<file path="src/sdg_pkg.sv">
// Shared types and operation codes for the small directed graph store.
package sdg_pkg;

  localparam int KEY_W   = 8;
  localparam int KIND_W  = 3;
  localparam int COUNT_W = 4;

  localparam logic [KIND_W-1:0] OP_CLEAR       = 3'd0;
  localparam logic [KIND_W-1:0] OP_ADD_NODE    = 3'd1;
  localparam logic [KIND_W-1:0] OP_ADD_ARC     = 3'd2;
  localparam logic [KIND_W-1:0] OP_SEARCH_NODE = 3'd3;
  localparam logic [KIND_W-1:0] OP_SEARCH_ARC  = 3'd4;
  localparam logic [KIND_W-1:0] OP_COUNT       = 3'd5;

  localparam logic [COUNT_W-1:0] COUNT_SAT = 4'hF;

  typedef struct packed {
    logic [KIND_W-1:0] kind;
    logic [KEY_W-1:0]  key_from;
    logic [KEY_W-1:0]  key_to;
  } sdg_in_t;

  typedef struct packed {
    logic               success;
    logic [COUNT_W-1:0] node_count;
  } sdg_out_t;

  // Flags and running count handed from cell to cell along the chain.
  typedef struct packed {
    logic               from_hit;
    logic               to_hit;
    logic               free1_hit;
    logic               free2_hit;
    logic [COUNT_W-1:0] count;
  } sdg_flags_t;

  // Write strobes broadcast from the controller to every cell.
  typedef struct packed {
    logic clear;
    logic create_a;
    logic create_b;
    logic set_arc;
  } sdg_wr_t;

  typedef enum logic [1:0] {
    ST_IDLE,
    ST_SCAN,
    ST_FINISH
  } sdg_state_t;

endpackage

</file>
<file path="src/sdg_cell.sv">
// One node slot of the graph store: key, used bit, arc row and chain stage.
module sdg_cell #(
  parameter int NODES = 8,
  parameter int IDX   = 0
) (
  input  logic                          clk,
  input  logic                          rst_n,
  input  logic [sdg_pkg::KEY_W-1:0]     key_from,
  input  logic [sdg_pkg::KEY_W-1:0]     key_to,
  input  logic [NODES-1:0]              in_vec_all,
  input  sdg_pkg::sdg_wr_t              wr,
  input  logic [$clog2(NODES)-1:0]      wr_a_idx,
  input  logic [$clog2(NODES)-1:0]      wr_b_idx,
  input  logic [$clog2(NODES)-1:0]      wr_set_idx,
  input  logic [$clog2(NODES)-1:0]      wr_col_idx,
  input  sdg_pkg::sdg_flags_t           prev_flags,
  input  logic [$clog2(NODES)-1:0]      prev_from_idx,
  input  logic [$clog2(NODES)-1:0]      prev_to_idx,
  input  logic [$clog2(NODES)-1:0]      prev_free1_idx,
  input  logic [$clog2(NODES)-1:0]      prev_free2_idx,
  input  logic [NODES-1:0]              prev_from_row,
  input  logic [NODES-1:0]              prev_in_vec,
  output sdg_pkg::sdg_flags_t           next_flags,
  output logic [$clog2(NODES)-1:0]      next_from_idx,
  output logic [$clog2(NODES)-1:0]      next_to_idx,
  output logic [$clog2(NODES)-1:0]      next_free1_idx,
  output logic [$clog2(NODES)-1:0]      next_free2_idx,
  output logic [NODES-1:0]              next_from_row,
  output logic [NODES-1:0]              next_in_vec
);

  localparam int IW = $clog2(NODES);
  localparam logic [IW-1:0] MY_IDX = IW'(IDX);

  logic [sdg_pkg::KEY_W-1:0] key_r, key_nxt;
  logic                      used_r, used_nxt;
  logic [NODES-1:0]          row_r, row_nxt;

  sdg_pkg::sdg_flags_t       flags_r, flags_nxt;
  logic [IW-1:0]             from_idx_r, from_idx_nxt;
  logic [IW-1:0]             to_idx_r, to_idx_nxt;
  logic [IW-1:0]             free1_idx_r, free1_idx_nxt;
  logic [IW-1:0]             free2_idx_r, free2_idx_nxt;
  logic [NODES-1:0]          from_row_r, from_row_nxt;
  logic [NODES-1:0]          in_vec_r, in_vec_nxt;

  logic hit_from, hit_to, is_free, cand;
  logic here_a, here_b, here_set;

  // Chain stage: merge own slot into the request flowing past.
  always_comb begin
    hit_from = used_r && (key_r == key_from);
    hit_to   = used_r && (key_r == key_to);
    is_free  = !used_r;
    cand     = used_r && (|(row_r & (row_r - NODES'(1)))) && !in_vec_all[IDX];

    flags_nxt.from_hit  = prev_flags.from_hit | hit_from;
    flags_nxt.to_hit    = prev_flags.to_hit | hit_to;
    flags_nxt.free1_hit = prev_flags.free1_hit | is_free;
    flags_nxt.free2_hit = prev_flags.free2_hit | (prev_flags.free1_hit & is_free);
    flags_nxt.count     = (cand && prev_flags.count != sdg_pkg::COUNT_SAT) ?
                          prev_flags.count + 4'd1 : prev_flags.count;

    from_idx_nxt  = prev_flags.from_hit ? prev_from_idx : MY_IDX;
    from_row_nxt  = prev_flags.from_hit ? prev_from_row : row_r;
    to_idx_nxt    = prev_flags.to_hit ? prev_to_idx : MY_IDX;
    free1_idx_nxt = prev_flags.free1_hit ? prev_free1_idx : MY_IDX;
    free2_idx_nxt = prev_flags.free2_hit ? prev_free2_idx : MY_IDX;
    in_vec_nxt    = prev_in_vec | (used_r ? row_r : '0);
  end

  // Slot update from the broadcast write strobes.
  always_comb begin
    here_a   = wr.create_a && (wr_a_idx == MY_IDX);
    here_b   = wr.create_b && (wr_b_idx == MY_IDX);
    here_set = wr.set_arc && (wr_set_idx == MY_IDX);
    key_nxt  = key_r;
    used_nxt = used_r;
    row_nxt  = row_r;
    if (wr.clear) begin
      used_nxt = 1'b0;
      row_nxt  = '0;
    end else begin
      if (here_a) begin
        key_nxt  = key_from;
        used_nxt = 1'b1;
        row_nxt  = '0;
      end else if (here_b) begin
        key_nxt  = key_to;
        used_nxt = 1'b1;
        row_nxt  = '0;
      end
      if (here_set) begin
        row_nxt = row_nxt | (NODES'(1) << wr_col_idx);
      end
    end
  end

  always_ff @(posedge clk) begin
    if (!rst_n) begin
      used_r  <= 1'b0;
      row_r   <= '0;
      flags_r <= '0;
    end else begin
      used_r  <= used_nxt;
      row_r   <= row_nxt;
      flags_r <= flags_nxt;
    end
  end

  always_ff @(posedge clk) begin
    key_r       <= key_nxt;
    from_idx_r  <= from_idx_nxt;
    to_idx_r    <= to_idx_nxt;
    free1_idx_r <= free1_idx_nxt;
    free2_idx_r <= free2_idx_nxt;
    from_row_r  <= from_row_nxt;
    in_vec_r    <= in_vec_nxt;
  end

  assign next_flags     = flags_r;
  assign next_from_idx  = from_idx_r;
  assign next_to_idx    = to_idx_r;
  assign next_free1_idx = free1_idx_r;
  assign next_free2_idx = free2_idx_r;
  assign next_from_row  = from_row_r;
  assign next_in_vec    = in_vec_r;

endmodule

</file>
<file path="src/small_digraph_store_core.sv">
// Top level of the small directed graph store: controller and chain of slot cells.
//
// Usage: drive a request (kind, key_from, key_to) on in_req and raise start
// while busy is low; the request is taken at that clock edge. Exactly one
// result follows on out_res, shown for a single cycle with out_valid high.
// The receiver cannot hold results off, so take them when out_valid is high.
//
// Each slot of the graph lives in one cell of a chain. A request travels
// the chain one cell per cycle, collecting key matches, the first two free
// slots, the source row, the column OR of all arcs and the running count.
// Count needs two trips down the chain (one for the incoming-arc vector,
// one to tally the qualifying nodes); each trip walks the whole chain.
// Busy drops in the strobe cycle, so a new request can be taken there;
// busy stays high until then, so requests never overlap in the chain.
//
// Reset (rst_n low, synchronous) empties the graph and returns to idle.
// Clear does the same through a normal request and returns success = 0.
module small_digraph_store_core #(
  parameter int NODES = 8
) (
  input  logic              clk,
  input  logic              rst_n,
  input  logic              start,
  output logic              busy,
  input  sdg_pkg::sdg_in_t  in_req,
  output logic              out_valid,
  output sdg_pkg::sdg_out_t out_res
);

  localparam int IW = $clog2(NODES);

  sdg_pkg::sdg_state_t state_r, state_nxt;
  logic [IW-1:0]       cnt_r, cnt_nxt;
  logic                pass2_r, pass2_nxt;
  sdg_pkg::sdg_in_t    req_r, req_nxt;
  logic [NODES-1:0]    in_vec_r, in_vec_nxt;
  logic                out_valid_r, out_valid_nxt;
  sdg_pkg::sdg_out_t   out_res_r, out_res_nxt;

  // Chain links: link 0 feeds the first cell, link NODES leaves the last.
  sdg_pkg::sdg_flags_t flags_l     [NODES+1];
  logic [IW-1:0]       from_idx_l  [NODES+1];
  logic [IW-1:0]       to_idx_l    [NODES+1];
  logic [IW-1:0]       free1_idx_l [NODES+1];
  logic [IW-1:0]       free2_idx_l [NODES+1];
  logic [NODES-1:0]    from_row_l  [NODES+1];
  logic [NODES-1:0]    in_vec_l    [NODES+1];

  sdg_pkg::sdg_wr_t wr;
  logic [IW-1:0]    wr_a_idx, wr_b_idx, wr_set_idx, wr_col_idx;

  // Add-arc planning from the end of the chain.
  sdg_pkg::sdg_flags_t fin;
  logic                same_key, arc_bit, present;
  logic                a_ok, a_new, b_ok, b_new;
  logic [IW-1:0]       a_idx, b_idx;

  // Inject an empty request state at the head of the chain.
  assign flags_l[0]     = '0;
  assign from_idx_l[0]  = '0;
  assign to_idx_l[0]    = '0;
  assign free1_idx_l[0] = '0;
  assign free2_idx_l[0] = '0;
  assign from_row_l[0]  = '0;
  assign in_vec_l[0]    = '0;

  for (genvar g = 0; g < NODES; g++) begin : g_cell
    sdg_cell #(
      .NODES (NODES),
      .IDX   (g)
    ) u_cell (
      .clk            (clk),
      .rst_n          (rst_n),
      .key_from       (req_r.key_from),
      .key_to         (req_r.key_to),
      .in_vec_all     (in_vec_r),
      .wr             (wr),
      .wr_a_idx       (wr_a_idx),
      .wr_b_idx       (wr_b_idx),
      .wr_set_idx     (wr_set_idx),
      .wr_col_idx     (wr_col_idx),
      .prev_flags     (flags_l[g]),
      .prev_from_idx  (from_idx_l[g]),
      .prev_to_idx    (to_idx_l[g]),
      .prev_free1_idx (free1_idx_l[g]),
      .prev_free2_idx (free2_idx_l[g]),
      .prev_from_row  (from_row_l[g]),
      .prev_in_vec    (in_vec_l[g]),
      .next_flags     (flags_l[g+1]),
      .next_from_idx  (from_idx_l[g+1]),
      .next_to_idx    (to_idx_l[g+1]),
      .next_free1_idx (free1_idx_l[g+1]),
      .next_free2_idx (free2_idx_l[g+1]),
      .next_from_row  (from_row_l[g+1]),
      .next_in_vec    (in_vec_l[g+1])
    );
  end

  // Plan an arc insert: pick source and destination slots, new or existing.
  always_comb begin
    fin      = flags_l[NODES];
    same_key = req_r.key_from == req_r.key_to;
    arc_bit  = from_row_l[NODES][to_idx_l[NODES]];
    present  = fin.from_hit && fin.to_hit && (same_key || arc_bit);

    a_ok  = 1'b0;
    a_new = 1'b0;
    a_idx = from_idx_l[NODES];
    if (fin.from_hit) begin
      a_ok = 1'b1;
    end else if (fin.free1_hit) begin
      a_ok  = 1'b1;
      a_new = 1'b1;
      a_idx = free1_idx_l[NODES];
    end

    // A self loop reuses the source slot; an existing destination keeps its slot; otherwise take the next free one.
    if (same_key) begin
      b_ok  = a_ok;
      b_new = 1'b0;
      b_idx = a_idx;
    end else if (fin.to_hit) begin
      b_ok  = 1'b1;
      b_new = 1'b0;
      b_idx = to_idx_l[NODES];
    end else if (a_new) begin
      b_ok  = fin.free2_hit;
      b_new = 1'b1;
      b_idx = free2_idx_l[NODES];
    end else begin
      b_ok  = fin.free1_hit;
      b_new = 1'b1;
      b_idx = free1_idx_l[NODES];
    end
  end

  // Controller: accept, walk the chain (twice for count), then commit writes and the result.
  always_comb begin
    state_nxt     = state_r;
    cnt_nxt       = cnt_r;
    pass2_nxt     = pass2_r;
    req_nxt       = req_r;
    in_vec_nxt    = in_vec_r;
    out_valid_nxt = 1'b0;
    out_res_nxt   = '0;
    wr            = '0;
    wr_a_idx      = a_idx;
    wr_b_idx      = b_idx;
    wr_set_idx    = a_idx;
    wr_col_idx    = b_idx;

    unique case (state_r)
      sdg_pkg::ST_IDLE: begin
        if (start) begin
          req_nxt   = in_req;
          cnt_nxt   = '0;
          pass2_nxt = 1'b0;
          state_nxt = sdg_pkg::ST_SCAN;
        end
      end
      sdg_pkg::ST_SCAN: begin
        // Advance until the request has left the last cell.
        if (cnt_r == IW'(NODES - 1)) begin
          cnt_nxt   = '0;
          state_nxt = sdg_pkg::ST_FINISH;
        end else begin
          cnt_nxt = cnt_r + IW'(1);
        end
      end
      sdg_pkg::ST_FINISH: begin
        state_nxt     = sdg_pkg::ST_IDLE;
        out_valid_nxt = 1'b1;
        case (req_r.kind)
          sdg_pkg::OP_CLEAR: begin
            wr.clear = 1'b1;
          end
          sdg_pkg::OP_ADD_NODE: begin
            if (!fin.from_hit && fin.free1_hit) begin
              wr.create_a         = 1'b1;
              wr_a_idx            = free1_idx_l[NODES];
              out_res_nxt.success = 1'b1;
            end
          end
          sdg_pkg::OP_ADD_ARC: begin
            // A new source stays even if the destination finds no slot.
            if (!present) begin
              wr.create_a = a_new;
              wr.create_b = a_ok && b_ok && b_new;
              if (a_ok && b_ok) begin
                wr.set_arc          = 1'b1;
                out_res_nxt.success = 1'b1;
              end
            end
          end
          sdg_pkg::OP_SEARCH_NODE: begin
            out_res_nxt.success = fin.from_hit;
          end
          sdg_pkg::OP_SEARCH_ARC: begin
            out_res_nxt.success = present;
          end
          sdg_pkg::OP_COUNT: begin
            if (!pass2_r) begin
              // Hold the incoming-arc vector and send the request round again.
              in_vec_nxt    = in_vec_l[NODES];
              pass2_nxt     = 1'b1;
              out_valid_nxt = 1'b0;
              state_nxt     = sdg_pkg::ST_SCAN;
            end else begin
              out_res_nxt.node_count = fin.count;
            end
          end
          default: begin
          end
        endcase
      end
      default: begin
        state_nxt = sdg_pkg::ST_IDLE;
      end
    endcase
  end

  always_ff @(posedge clk) begin
    if (!rst_n) begin
      state_r     <= sdg_pkg::ST_IDLE;
      cnt_r       <= '0;
      pass2_r     <= 1'b0;
      out_valid_r <= 1'b0;
    end else begin
      state_r     <= state_nxt;
      cnt_r       <= cnt_nxt;
      pass2_r     <= pass2_nxt;
      out_valid_r <= out_valid_nxt;
    end
  end

  always_ff @(posedge clk) begin
    req_r     <= req_nxt;
    in_vec_r  <= in_vec_nxt;
    out_res_r <= out_res_nxt;
  end

  assign busy      = state_r != sdg_pkg::ST_IDLE;
  assign out_valid = out_valid_r;
  assign out_res   = out_res_r;

endmodule
</file>
<file path="config.mk">
export PLATFORM = sky130hd
export DESIGN_NAME = small_digraph_store_core
export DESIGN_NICKNAME = d
export VERILOG_FILES = /design/src/sdg_pkg.sv /design/src/sdg_cell.sv /design/src/small_digraph_store_core.sv
export SDC_FILE = /design/constraint.sdc
export NUM_CORES = 1
export LEC_CHECK = 0
export ABC_CLOCK_PERIOD_IN_PS = 3250
export BUFFER_PORTS_ARGS = -buffer_cell sky130_fd_sc_hd__buf_2
export CAP_MARGIN = 20
export CORE_MARGIN = 4
export CORE_UTILIZATION = 55
export CTS_BUF_LIST = sky130_fd_sc_hd__clkbuf_8
export CTS_CLUSTER_DIAMETER = 200
export CTS_CLUSTER_SIZE = 10
export DETAILED_ROUTE_END_ITERATION = 8
export HOLD_SLACK_MARGIN = 0.03
export PLACE_DENSITY = 0.82
export SLEW_MARGIN = 25
export SYNTH_ARGS = -nofsm -noshare
export SYNTH_HDL_FRONTEND = slang
export SYNTH_HIERARCHICAL = 1
export SYNTH_SLANG_ARGS = --single-unit
</file>
<file path="constraint.sdc">
create_clock -name clk -period 3.25 [get_ports clk]
set_clock_uncertainty 0.2 [all_clocks]
set_input_delay 0.325 -clock clk [delete_from_list [all_inputs] [get_ports clk]]
set_output_delay 0.325 -clock clk [all_outputs]
set_load 0.01 [all_outputs]
</file>
Word-level counts from Yosys, hierarchy flattened. Cells that the tools add are included.

Shift operators: 1. Reductions and logical operators: 126. Equality and inequality tests: 56. Multiplexer cells: 130. Bitwise gates (word level): 61. $lt $le $gt $ge: 1. $add $sub $neg: 16.

Operators by type and width (number): 2-to-1 mux 8 bit (62); == test 8 bit (17); bitwise OR 8 bit (15); logical AND 1 bit (68); bitwise AND 8 bit (8); OR reduction 8 bit (8); subtractor 8 x 1 -> 8 bit (second input constant) (8); == test 3 bit (second input constant) (15); 2-to-1 mux 1 bit (40); 2-to-1 mux 3 bit (11); 2-to-1 mux 4 bit (8); adder 4 x 1 -> 4 bit (second input constant) (7); inequality test 4 bit (second input constant) (7); bitwise OR 1 bit (27); == test 3 x 2 -> 1 bit (second input constant) (8); AND reduction 2 bit (12); nonzero test 2 bit (11); logical NOT 1 bit (17); == test 3 x 1 -> 1 bit (second input constant) (4); logical NOT 3 bit (4); AND reduction 3 bit (3); left shift 1 x 3 -> 8 bit (first input constant) (1); bitwise AND 1 bit (7); 2-to-1 mux 2 bit (3); other kinds (15) (20).

Input bits: 22. Logic and storage cells: 508. Register bits after elaboration: 450. Output and inout port bits: 7.

Depth between registers and ports, before layout. Gate-level depths: netlist (run 1).

Word-level depth: 16. Depth in mapped cells: 10. Depth with buffers taken out: 9.

Cells and area by module. The synthesis (run 1) kept the hierarchy.

Modules (own cells, without submodules): sdg_cell (g_cell[3].u_cell ...) (area each 2038.2 sq um, cells an instance 180, instances 3, sequential area each 1141.1 sq um); sdg_cell (g_cell[1].u_cell ...) (area each 2042.0 sq um, cells an instance 180, instances 2, sequential area each 1141.1 sq um); sdg_cell (g_cell[0].u_cell) (area each 2050.7 sq um, cells an instance 178, instances 1, sequential area each 1141.1 sq um); sdg_cell (g_cell[4].u_cell) (area each 2040.7 sq um, cells an instance 179, instances 1, sequential area each 1141.1 sq um); sdg_cell (g_cell[7].u_cell) (area each 2030.7 sq um, cells an instance 180, instances 1, sequential area each 1141.1 sq um); small_digraph_store_core (area each 1744.2 sq um, cells an instance 126, instances 1, sequential area each 1051.0 sq um).

Worst setup path after synthesis (run 1). OpenSTA, ideal clock, no wires.

Path type: flip-flop to flip-flop. Start: register req_r[8] (netlist name). End: register g_cell[3].u_cell/key_r[0] (netlist name) (enable). Data required time: 2680 ps. Arrival: 2707 ps. Slack: -27 ps. Setup time: 370 ps. Buffers on the path: 2. Period minus slack after synthesis: 3277 ps. Stages on the path, launching flop included: 10. Cells stage by stage: edfxtp_1 -> xnor2_1 -> nand4_1 -> or2_1 -> buf_6 -> mux2_4 -> nand4b_1 -> and2_1 -> clkbuf_1 -> nor2_1.

Elaborated cells on any way between the ends: 17. Those cells by class: 2 x eq/ne; 7 x mux; 8 x reduce/logical.

RTL lines: start: declaration (RTL line small_digraph_store_core.sv:35) `sdg_pkg::sdg_in_t req_r, req_nxt;`; start signal: assignment (RTL line small_digraph_store_core.sv:237) `req_r <= req_nxt;`; == test 8 bit (RTL line small_digraph_store_core.sv:102) `same_key = req_r.key_from == req_r.key_to;`; 2-to-1 mux 3 bit (RTL line small_digraph_store_core.sv:118) `if (same_key) begin`; net b_idx[2] (RTL line small_digraph_store_core.sv:56) `logic [IW-1:0] a_idx, b_idx;`; == test 3 x 2 -> 1 bit (RTL line sdg_cell.sv:75) `here_b = wr.create_b && (wr_b_idx == MY_IDX);`; logical AND 1 bit (RTL line sdg_cell.sv:75); nonzero test 2 bit (no line); AND reduction 2 bit (no line); end signal: assignment (RTL line sdg_cell.sv:112) `key_r <= key_nxt;`; end: declaration (RTL line sdg_cell.sv:35) `logic [sdg_pkg::KEY_W-1:0] key_r, key_nxt;`.

The timed path passes the listed nets, and every way through them passes these cells. A chain may end at the register's enable or synchronous reset.

==> results.txt, run 1 <==
The first global-routing pass estimated 64070 µm of wire. The full die area came out at 35810 µm². The post-synthesis average cell area is 11.56 µm².

In this run the critical register-to-register path is launched from req_r[6]$_DFFE_PP_. The pin slew with the least headroom to its limit is 0.7092 ns. The via count of the first global-routing pass came out at 12323. Setup violations remaining at the end of the flow were counted as 0. The largest incremental delay on the critical path is 0.43 ns. The slack of the critical path came out at 0.1802 ns. The flow ran to the end, and the final reports show no timing, DRC or antenna violations. The max-slew violation count was 0.

The floorplan row count is 66. The max-capacitance violation count is 0. The filler cell count came out at 2421. The end of the worst register-to-register path is g_cell[1].u_cell/key_r[4]$_DFFE_PP_. Setup repair after global routing left no endpoint under its margin. Of all nets on the critical path, the largest fanout is 10. The setup path with the least slack is of type flop to flop.

For this design, the slowest cell found on the critical path is sky130_fd_sc_hd__edfxtp_1. The post-route DRC violation count came out at 0. Synthesis handed over a netlist of about 1600 instances. The number of nets in the finished design came out at 1767. The synthesized netlist devotes 0.6926% of its cell area to adder and majority cells. Once the floorplan was initialized, standard cells occupied between 50% and 60% of the core. The worst setup path is captured at a flop. The clock tree from TritonCTS is built. The leakage power is between 7 and 8 nW. The count of yosys warnings during synthesis is 6. The pin count of the biggest net entering global routing is 41. Buffers inserted during clock tree synthesis total 52. The buffer type at the clock tree root is sky130_fd_sc_hd__clkbuf_8. The routed via count divided by cell count came out at between 5 and 6.

The die boundary width came out at between 150 and 200 µm. Dividing total power by cell area gives a power density of 489.6 nW/µm². The share of cells above drive strength 1 is 16.78%. The region available for standard cell placement spans 32450 µm². The height of the chip came out at 189.2 µm. The netlist area before placement is 18060 µm². The post-synthesis simple-gate area fraction is 13.55%. The synthesized netlist contains 59 unique library cells.

The xor/xnor cell area share of the yosys netlist came out at 6.642%. The initial antenna violation count came to 1. The worst ir drop on vdd came out at 0.0002731 V. From synthesis to final layout, the design area changed by 12.14%. Port buffering added 28 buffers. Based on the critical path, the design can be clocked at up to 325.7 MHz. The clock transition at the registers of the reported paths is approximately 0.070 ns.

At the end of routability-driven placement, the weighted congestion stood at roughly 0.9. The count of buffering cells on the critical path with inverters included is 2. The minimum clock period came out at 3.070 ns. The number of endpoints with negative hold slack in the final report was 0. The register bit total from synthesis came out at 463.

The dominant register cell in the synthesized netlist is sky130_fd_sc_hd__dfxtp_1. The final global-route overflow total came out at 0. The multiplexer share of the synthesized area came out at 9.586%. Data on the critical path arrives at its endpoint at between 3 and 4 ns. The finished layout holds 2195 standard cells, fillers aside. The startpoint of the most critical setup path is req_r[6]$_DFFE_PP_.

The H-tree was split into 2 levels. Cells fill 62.42% of the core in the end. The average wire per standard cell is about 18 µm.

The synthesized design contains 91 enable-type register cells. Once placement completed, the tool counted placed cells totaling around 2100. The sink count of the clock tree came out at between 400 and 500. The detailed placer's ending HPWL came out at 27530 µm. The combinational family with the most area after synthesis is simple AND/OR/NAND/NOR gates.

The number of stages on the worst setup path came out at 10. The final critical path takes up between 90% and 100% of the cycle. The category of the worst setup path launch point is a flop.

The synthesized-area fraction occupied by ao, oa, aoi and oai cells came out at a little under an eighth. The end of the critical path is g_cell[1].u_cell/key_r[4]$_DFFE_PP_. The total vias in the final route is 12280. The clock passes through at most 3 buffers. For this run, asynchronously set or reset flops after synthesis account for 0%. Global routing used 21.88% of the available tracks. The detailed router finished its first iteration with 967 violations. The path class of the tightest hold or removal check is input pin to flop.

The critical path goes through xnor2_1, nand4_1, o22ai_1, o2111ai_1, nor3b_4, buf_12, nor4bb_2, nor2_2, nor2_1, buf_4. The headroom to the max-slew limit is 52.66%. The top-level port count is 29. Sequential elements use 56.35% of the synthesized area. The final layout contains routed wiring with a total length of 39640 µm. The worst setup timing slack at the placement stage is 0.03385 ns. The family with the most delay on the worst path is simple AND/OR/NAND/NOR gates. The first-pass iteration count of the detailed router came out at 5. The later pin in the worst-skew pair is clocked with a latency of between 0.5 and 0.6 ns. The worst path required time is 3.34 ns.

The number of cells on the worst reg-to-reg path is 10. The worst reg-to-reg setup slack came out at 0.18 ns. Adding up every negative setup slack in the final design gives 0 ns. The remaining number of nets flagged by the antenna check after routing is 0.
layer usage:
metal / vias to the layer above / wire length, µm / GRT usage [%]
met5: - / 0 / 0
met4: 0 / 1288 / 8.459
met3: 77 / 2022 / 3.060
met2: 379 / 19860 / 38.53
met1: 5912 / 16460 / 27.41
li1: 5912 / - / -
area by class of cell:
class,count,area (µm²),area share (%)
sequential,463,10180,50.25
multi-input combinational,1076,7839,38.69
clock buffer,53,729.5,3.601
inverter,47,176.4,0.8709
clock inverter,18,72.57,0.3582
timing repair buffer,95,705.7,3.483
tap,442,553.0,2.730
antenna,1,2.502,0.01235
sequential cells by signal, indices dropped and copies added, names as in the netlist, 19 cells and up:
name and flops:
g_cell.u_cell/next_from_row 64, g_cell.u_cell/key_r 64, g_cell.u_cell/next_in_vec 64, req_r 19, g_cell.u_cell/next_free1_idx 24, g_cell.u_cell/next_free2_idx 24, g_cell.u_cell/row_r 64, g_cell.u_cell/next_to_idx 24
g_cell.u_cell/next_from_idx 24, g_cell.u_cell/next_flags 64
report_power, final:
group          total [W]  internal [W]  switching (W)
Clock            0.00331       0.00148        0.00184
Sequential       0.00606       0.00599      0.0000712
Combinational   0.000541      0.000234       0.000307
through the flow:
stage,total power [W],area [µm²],hold WS (ns)
final,0.009919,20260,0.08156
after detailed placement,0.006699,19210,0.1882
after CTS,0.009956,20220,0.04506
after floorplan,0.006520,18290,0.1819
after global placement,0.006675,19210,0.1874
after global routing,0.01027,20260,0.05442
worst min path at each step:
stage,end,cells after the start,startpoint,slack [ns]
2_1_floorplan,g_cell[1].u_cell/next_in_vec[0]$_DFF_P_,1,g_cell[0].u_cell/next_in_vec[0]$_DFF_P_,0.18
3_5_place_dp,g_cell[7].u_cell/next_in_vec[2]$_DFF_P_,1,g_cell[6].u_cell/next_in_vec[2]$_DFF_P_,0.19
3_3_place_gp,g_cell[6].u_cell/next_in_vec[4]$_DFF_P_,1,g_cell[5].u_cell/next_in_vec[4]$_DFF_P_,0.19
6_report,state_r[0]$_SDFFE_PN0P_,2,rst_n,0.08
4_1_cts,state_r[0]$_SDFFE_PN0P_,2,rst_n,0.05
5_1_grt,pass2_r$_SDFFE_PN0P_,2,rst_n,0.05
cells in the mapped netlist (2+ instances only):
cell / n / area (µm²)
sky130_fd_sc_hd__a211oi_1: 24 / 180.2
sky130_fd_sc_hd__a21o_1: 56 / 420.4
sky130_fd_sc_hd__a21o_2: 8 / 70.07
sky130_fd_sc_hd__a21oi_1: 33 / 165.2
sky130_fd_sc_hd__a22oi_1: 50 / 375.4
sky130_fd_sc_hd__a311o_1: 8 / 80.08
sky130_fd_sc_hd__a32oi_1: 16 / 140.1
sky130_fd_sc_hd__a41oi_1: 16 / 140.1
sky130_fd_sc_hd__and2_1: 52 / 325.3
sky130_fd_sc_hd__and3_1: 5 / 31.28
sky130_fd_sc_hd__buf_1: 8 / 30.03
sky130_fd_sc_hd__buf_2: 4 / 20.02
sky130_fd_sc_hd__buf_6: 2 / 22.52
sky130_fd_sc_hd__clkbuf_1: 21 / 78.83
sky130_fd_sc_hd__dfxtp_1: 372 / 7447
sky130_fd_sc_hd__edfxtp_1: 91 / 2733
sky130_fd_sc_hd__ha_1: 10 / 125.1
sky130_fd_sc_hd__inv_1: 39 / 146.4
sky130_fd_sc_hd__inv_2: 8 / 30.03
sky130_fd_sc_hd__mux2_2: 126 / 1419
sky130_fd_sc_hd__mux2_4: 3 / 45.04
sky130_fd_sc_hd__mux2i_1: 20 / 200.2
sky130_fd_sc_hd__mux4_2: 2 / 45.04
sky130_fd_sc_hd__nand2_1: 31 / 116.4
sky130_fd_sc_hd__nand2b_1: 75 / 469.2
sky130_fd_sc_hd__nand3_1: 9 / 45.04
sky130_fd_sc_hd__nand4_1: 5 / 31.28
sky130_fd_sc_hd__nand4b_1: 9 / 78.83
sky130_fd_sc_hd__nand4bb_1: 2 / 22.52
sky130_fd_sc_hd__nor2_1: 124 / 465.5
sky130_fd_sc_hd__nor2b_1: 23 / 143.9
sky130_fd_sc_hd__nor3_1: 36 / 180.2
sky130_fd_sc_hd__nor3b_1: 2 / 15.01
sky130_fd_sc_hd__nor4_1: 44 / 275.3
sky130_fd_sc_hd__nor4b_1: 3 / 26.28
sky130_fd_sc_hd__nor4bb_1: 5 / 50.05
sky130_fd_sc_hd__o211a_1: 8 / 80.08
sky130_fd_sc_hd__o21a_1: 9 / 67.56
sky130_fd_sc_hd__o21ai_0: 11 / 55.05
sky130_fd_sc_hd__o31a_1: 9 / 78.83
sky130_fd_sc_hd__o31ai_1: 16 / 120.1
sky130_fd_sc_hd__or4_1: 16 / 120.1
sky130_fd_sc_hd__xnor2_1: 24 / 210.2
sky130_fd_sc_hd__xor2_1: 113 / 989.7
layout by cell type (no fill, tap or decap), types with 20 or more instances in the layout:
master                          count
sky130_fd_sc_hd__nand2b_1          75
sky130_fd_sc_hd__xnor2_1           24
sky130_fd_sc_hd__mux2i_1           20
sky130_fd_sc_hd__buf_4             46
sky130_fd_sc_hd__clkbuf_8          53
sky130_fd_sc_hd__nand2_1           31
sky130_fd_sc_hd__dfxtp_1          372
sky130_fd_sc_hd__edfxtp_1          91
sky130_fd_sc_hd__a21oi_1           33
sky130_fd_sc_hd__nor2_1           120
sky130_fd_sc_hd__dlygate4sd3_1     20
sky130_fd_sc_hd__a22oi_1           50
sky130_fd_sc_hd__buf_2             28
sky130_fd_sc_hd__nor3_1            36
sky130_fd_sc_hd__nor2b_1           23
sky130_fd_sc_hd__inv_1             56
sky130_fd_sc_hd__xor2_1           113
sky130_fd_sc_hd__conb_1            59
sky130_fd_sc_hd__nor4_1            42
sky130_fd_sc_hd__a211oi_1          24
sky130_fd_sc_hd__a21o_1            56
sky130_fd_sc_hd__and2_1            52
sky130_fd_sc_hd__mux2_2           126
cell families (layout without fill, tap and decap cells):
family | after synthesis | count (layout)
AO/OA/AOI/OAI | 272 | 272
XOR/XNOR | 137 | 137
adder cells (fa/ha/maj) | 10 | 10
buffers and inverters | 82 | 213
flip-flops | 463 | 463
multiplexers | 152 | 152
other | 1 | 60
AND/OR/NAND/NOR | 446 | 446
repair_timing:
action                                 in CTS  in global routing
hold buffers                               20                  0
endpoints found under the hold margin      22                  0
setup endpoints to repair                   8                 24
gates cloned                                0                  0
buffers inserted                            0                  1
gates resized for setup                     1                  2
pin swaps                                   0                  1
Power figures use the tool's default switching activity.
==> run 2, diff against run 1 <==
--- a/config.mk
+++ b/config.mk
@@ -5,9 +5,11 @@
 export SDC_FILE = /design/constraint.sdc
 export NUM_CORES = 1
 export LEC_CHECK = 0
-export ABC_CLOCK_PERIOD_IN_PS = 3250
+export ABC_CLOCK_PERIOD_IN_PS = 4000
 export BUFFER_PORTS_ARGS = -buffer_cell sky130_fd_sc_hd__buf_2
 export CAP_MARGIN = 20
+export CELL_PAD_IN_SITES_DETAIL_PLACEMENT = 0
+export CELL_PAD_IN_SITES_GLOBAL_PLACEMENT = 1
 export CORE_MARGIN = 4
 export CORE_UTILIZATION = 55
 export CTS_BUF_LIST = sky130_fd_sc_hd__clkbuf_8
@@ -15,7 +17,7 @@
 export CTS_CLUSTER_SIZE = 10
 export DETAILED_ROUTE_END_ITERATION = 8
 export HOLD_SLACK_MARGIN = 0.03
-export PLACE_DENSITY = 0.82
+export PLACE_DENSITY = 0.92
 export SLEW_MARGIN = 25
 export SYNTH_ARGS = -nofsm -noshare
 export SYNTH_HDL_FRONTEND = slang
==> constraint.sdc (replaced) <==
create_clock -name clk -period 4 [get_ports clk]
set_clock_uncertainty 0.2 [all_clocks]
set_input_delay 0.4 -clock clk [delete_from_list [all_inputs] [get_ports clk]]
set_output_delay 0.4 -clock clk [all_outputs]
set_load 0.01 [all_outputs]
==> results.txt, run 2 (synthesis gave the netlist of run 1 again) <==
The count of cells along the worst hold path came out at 4. The critical path is of the flop to flop type. The number of design-rule violations left by the first detailed-router iteration is 932. The average wire per standard cell is 18.34 µm. The pin count of the biggest net entering global routing is about 50. The worst setup path is launched from a flop. After clock tree synthesis, the repair step resized 0 gates.

The number of H-tree levels is 2. The routed layout has around 12000 vias. The leading cell type in the layout, fill and taps excluded is sky130_fd_sc_hd__dfxtp_1. Buffers inserted during clock tree synthesis total 52.

The pin slew with the least headroom to its limit came out at 0.9765 ns. The minimum clock period is 3.676 ns. The height of the chip is 189.2 µm. The sink count of the clock tree came out at 463. Setup repair after global routing left no endpoint under its margin.

The final critical-path share of the clock period came out at 91.90%. Pin placement for this block handled 29 I/O pins. The biggest fanout along the worst timing path came out at 10. The final core utilization is between 60 and 70%.

Counting tap cells, the placed design contains a total of 2083 instances. The full die area came out at between 30000 and 40000 µm². The floorplan row count came out at 66. The worst reg-to-reg setup slack is 0.32 ns. In this run the critical register-to-register path is launched from g_cell[7].u_cell/next_flags[5]$_SDFF_PN0_.

The routed wire length is 39930 µm. The antenna cell count came out at 0. The power per cell area came out at 401.6 nW/µm². The initial antenna violation count is 1. The first-pass iteration count of the detailed router came out at 5. The routed via count divided by cell count is 5.552. For hold timing, the worst endpoint is cnt_r[1]$_SDFFE_PN0P_. The count of buffering cells on the critical path with inverters included is 2. The port buffer count came out at 28. The number of nets in the finished design came out at 1747. The post-route DRC violation count is 0. The count of cells in the finished layout, fillers not included, comes to 2177. The global routing usage summed across all routing layers came out at 22.06%. The top cell types in the final layout, fill and taps aside, are sky130_fd_sc_hd__dfxtp_1, sky130_fd_sc_hd__mux2_2, sky130_fd_sc_hd__nor2_1, sky130_fd_sc_hd__xor2_1, sky130_fd_sc_hd__edfxtp_1. The cell sitting at the root of the clock tree is a sky130_fd_sc_hd__clkbuf_8. The largest incremental delay on the critical path came out at around 0.61 ns.

The region available for standard cell placement spans 32450 µm². The total negative slack for setup checks came out at 0 ns. Summed over all layers, the global routing overflow is 0. For the worst-skew pair, the clock arrives at the later sink with an insertion delay of 0.58 ns. For this design, the slowest cell found on the critical path is sky130_fd_sc_hd__nor4b_4. The max-slew violation count was 0. IR analysis of the VDD net gives a maximum drop of 0.0001917 V.

The number of endpoints with negative hold slack in the final report was 0. The detailed placer's ending HPWL came out at between 20000 and 30000 µm. No sink is reached through more buffers than the 3 on the longest clock path.

STA classifies the critical path endpoint as a flop. In this run the most critical hold path is launched from start. The max-capacitance violation count is 0. The leakage power came out at between 7 and 8 nW. The number of setup violations in the final report came out at 0.

Data on the critical path arrives at its endpoint at 3.68 ns. The number of cells on the worst reg-to-reg path is 8. The endpoint identified for the worst register-to-register timing path is g_cell[0].u_cell/key_r[3]$_DFFE_PP_. TritonCTS built the clock tree. The initial core utilization is a little under three fifths.

In this run the worst hold path is classified as input pin to flop. The via count of the first global-routing pass came out at 12095. Derived from the worst setup path, the maximum achievable clock frequency is 272.0 MHz.

The first global-routing pass estimated 63920 µm of wire. The kind of cell with the highest combined delay along the critical path is simple AND/OR/NAND/NOR gates. The die is 189.2 µm wide. Across all hold checks on the routed design, the worst slack comes to 0.06137 ns. At the worst endpoint, the required time is 4.01 ns. Once detail routing completed, the nets flagged for antenna violations numbered 0. The area added between synthesis and finish came out at 11.20%.

The clock transition at the registers of the reported paths came out at ~0.07 ns. The routability congestion estimate from global placement is 0.8841. The cell that appears most often on the critical path is sky130_fd_sc_hd__buf_4. The share of cells above drive strength 1 is 15.50%. The run finished with clean final reports. Walking the worst path, the cells encountered are nor2b_1, buf_4, nand2_1, nor3_1, buf_4, nor4b_4, nor2_2, nor2_1. Headroom to the max-slew limit came out at 33.99%.
## run 2: stage by stage
step | setup slack (ns) | power [W] | cell area (µm²)
after floorplan | 0.7228 | 0.005297 | 18280
after global placement | 0.5759 | 0.005427 | 19070
after detailed placement | 0.4037 | 0.005445 | 19070
after CTS | 0.3835 | 0.008131 | 20080
after global routing | 0.1073 | 0.008388 | 20090
final | 0.3239 | 0.008068 | 20090
## run 2: final cells by class
cell class / count / area [µm²]
multi-input cells: 1076 / 7823
clock inverters: 21 / 83.83
fillers: 2586 / 12370
repair buffers: 75 / 543.0
well taps: 442 / 553.0
inverters: 47 / 176.4
flip-flops and latches: 463 / 10180
clock buffers: 53 / 729.5
## run 2: worst max-delay path by stage
| stage | startpoint | end | cells after the start | slack, ns |
|---|---|---|---|---|
| 2_1_floorplan | req_r[8]$_DFFE_PP_ | g_cell[3].u_cell/key_r[0]$_DFFE_PP_ | 9 | 0.72 |
| 3_3_place_gp | g_cell[7].u_cell/next_flags[5]$_SDFF_PN0_ | g_cell[1].u_cell/key_r[1]$_DFFE_PP_ | 6 | 0.58 |
| 6_report | g_cell[7].u_cell/next_flags[5]$_SDFF_PN0_ | g_cell[0].u_cell/key_r[3]$_DFFE_PP_ | 8 | 0.32 |
| 3_5_place_dp | g_cell[7].u_cell/next_flags[5]$_SDFF_PN0_ | g_cell[0].u_cell/key_r[0]$_DFFE_PP_ | 8 | 0.40 |
| 4_1_cts | g_cell[7].u_cell/next_flags[5]$_SDFF_PN0_ | g_cell[0].u_cell/key_r[3]$_DFFE_PP_ | 8 | 0.38 |
| 5_1_grt | g_cell[7].u_cell/next_flags[5]$_SDFF_PN0_ | g_cell[0].u_cell/key_r[3]$_DFFE_PP_ | 8 | 0.11 |
## run 2: repair_timing
action / CTS / global route
setup buffers: 0 / 0
hold buffers: 20 / 0
endpoints found under the hold margin: 21 / 0
endpoints found under the setup margin: 0 / 0
## run 2: power by group
group | switching, W | internal, W | leakage (nW) | total, W
Clock | 0.00150 | 0.00120 | 0.492 | 0.00270
Combinational | 0.000249 | 0.000187 | 3.43 | 0.000436
Sequential | 0.0000596 | 0.00487 | 3.88 | 0.00493
Total | 0.00181 | 0.00626 | 7.80 | 0.00807
## run 2: worst register-to-register path, cell delays in order (launching register included)
cell                      delay [ns]
sky130_fd_sc_hd__dfxtp_1        0.34
sky130_fd_sc_hd__nor2b_1        0.53
sky130_fd_sc_hd__buf_4          0.26
sky130_fd_sc_hd__nand2_1        0.05
sky130_fd_sc_hd__nor3_1         0.25
sky130_fd_sc_hd__buf_4          0.22
sky130_fd_sc_hd__nor4b_4        0.61
sky130_fd_sc_hd__nor2_2         0.23
sky130_fd_sc_hd__nor2_1         0.61
## run 2: routing by layer
metal,track usage (%),up-vias,wire (µm)
met5,0,-,0
met2,37.43,345,19020
met3,3.429,100,1899
li1,-,5878,-
met1,28.25,5764,17240
met4,9.432,0,1770
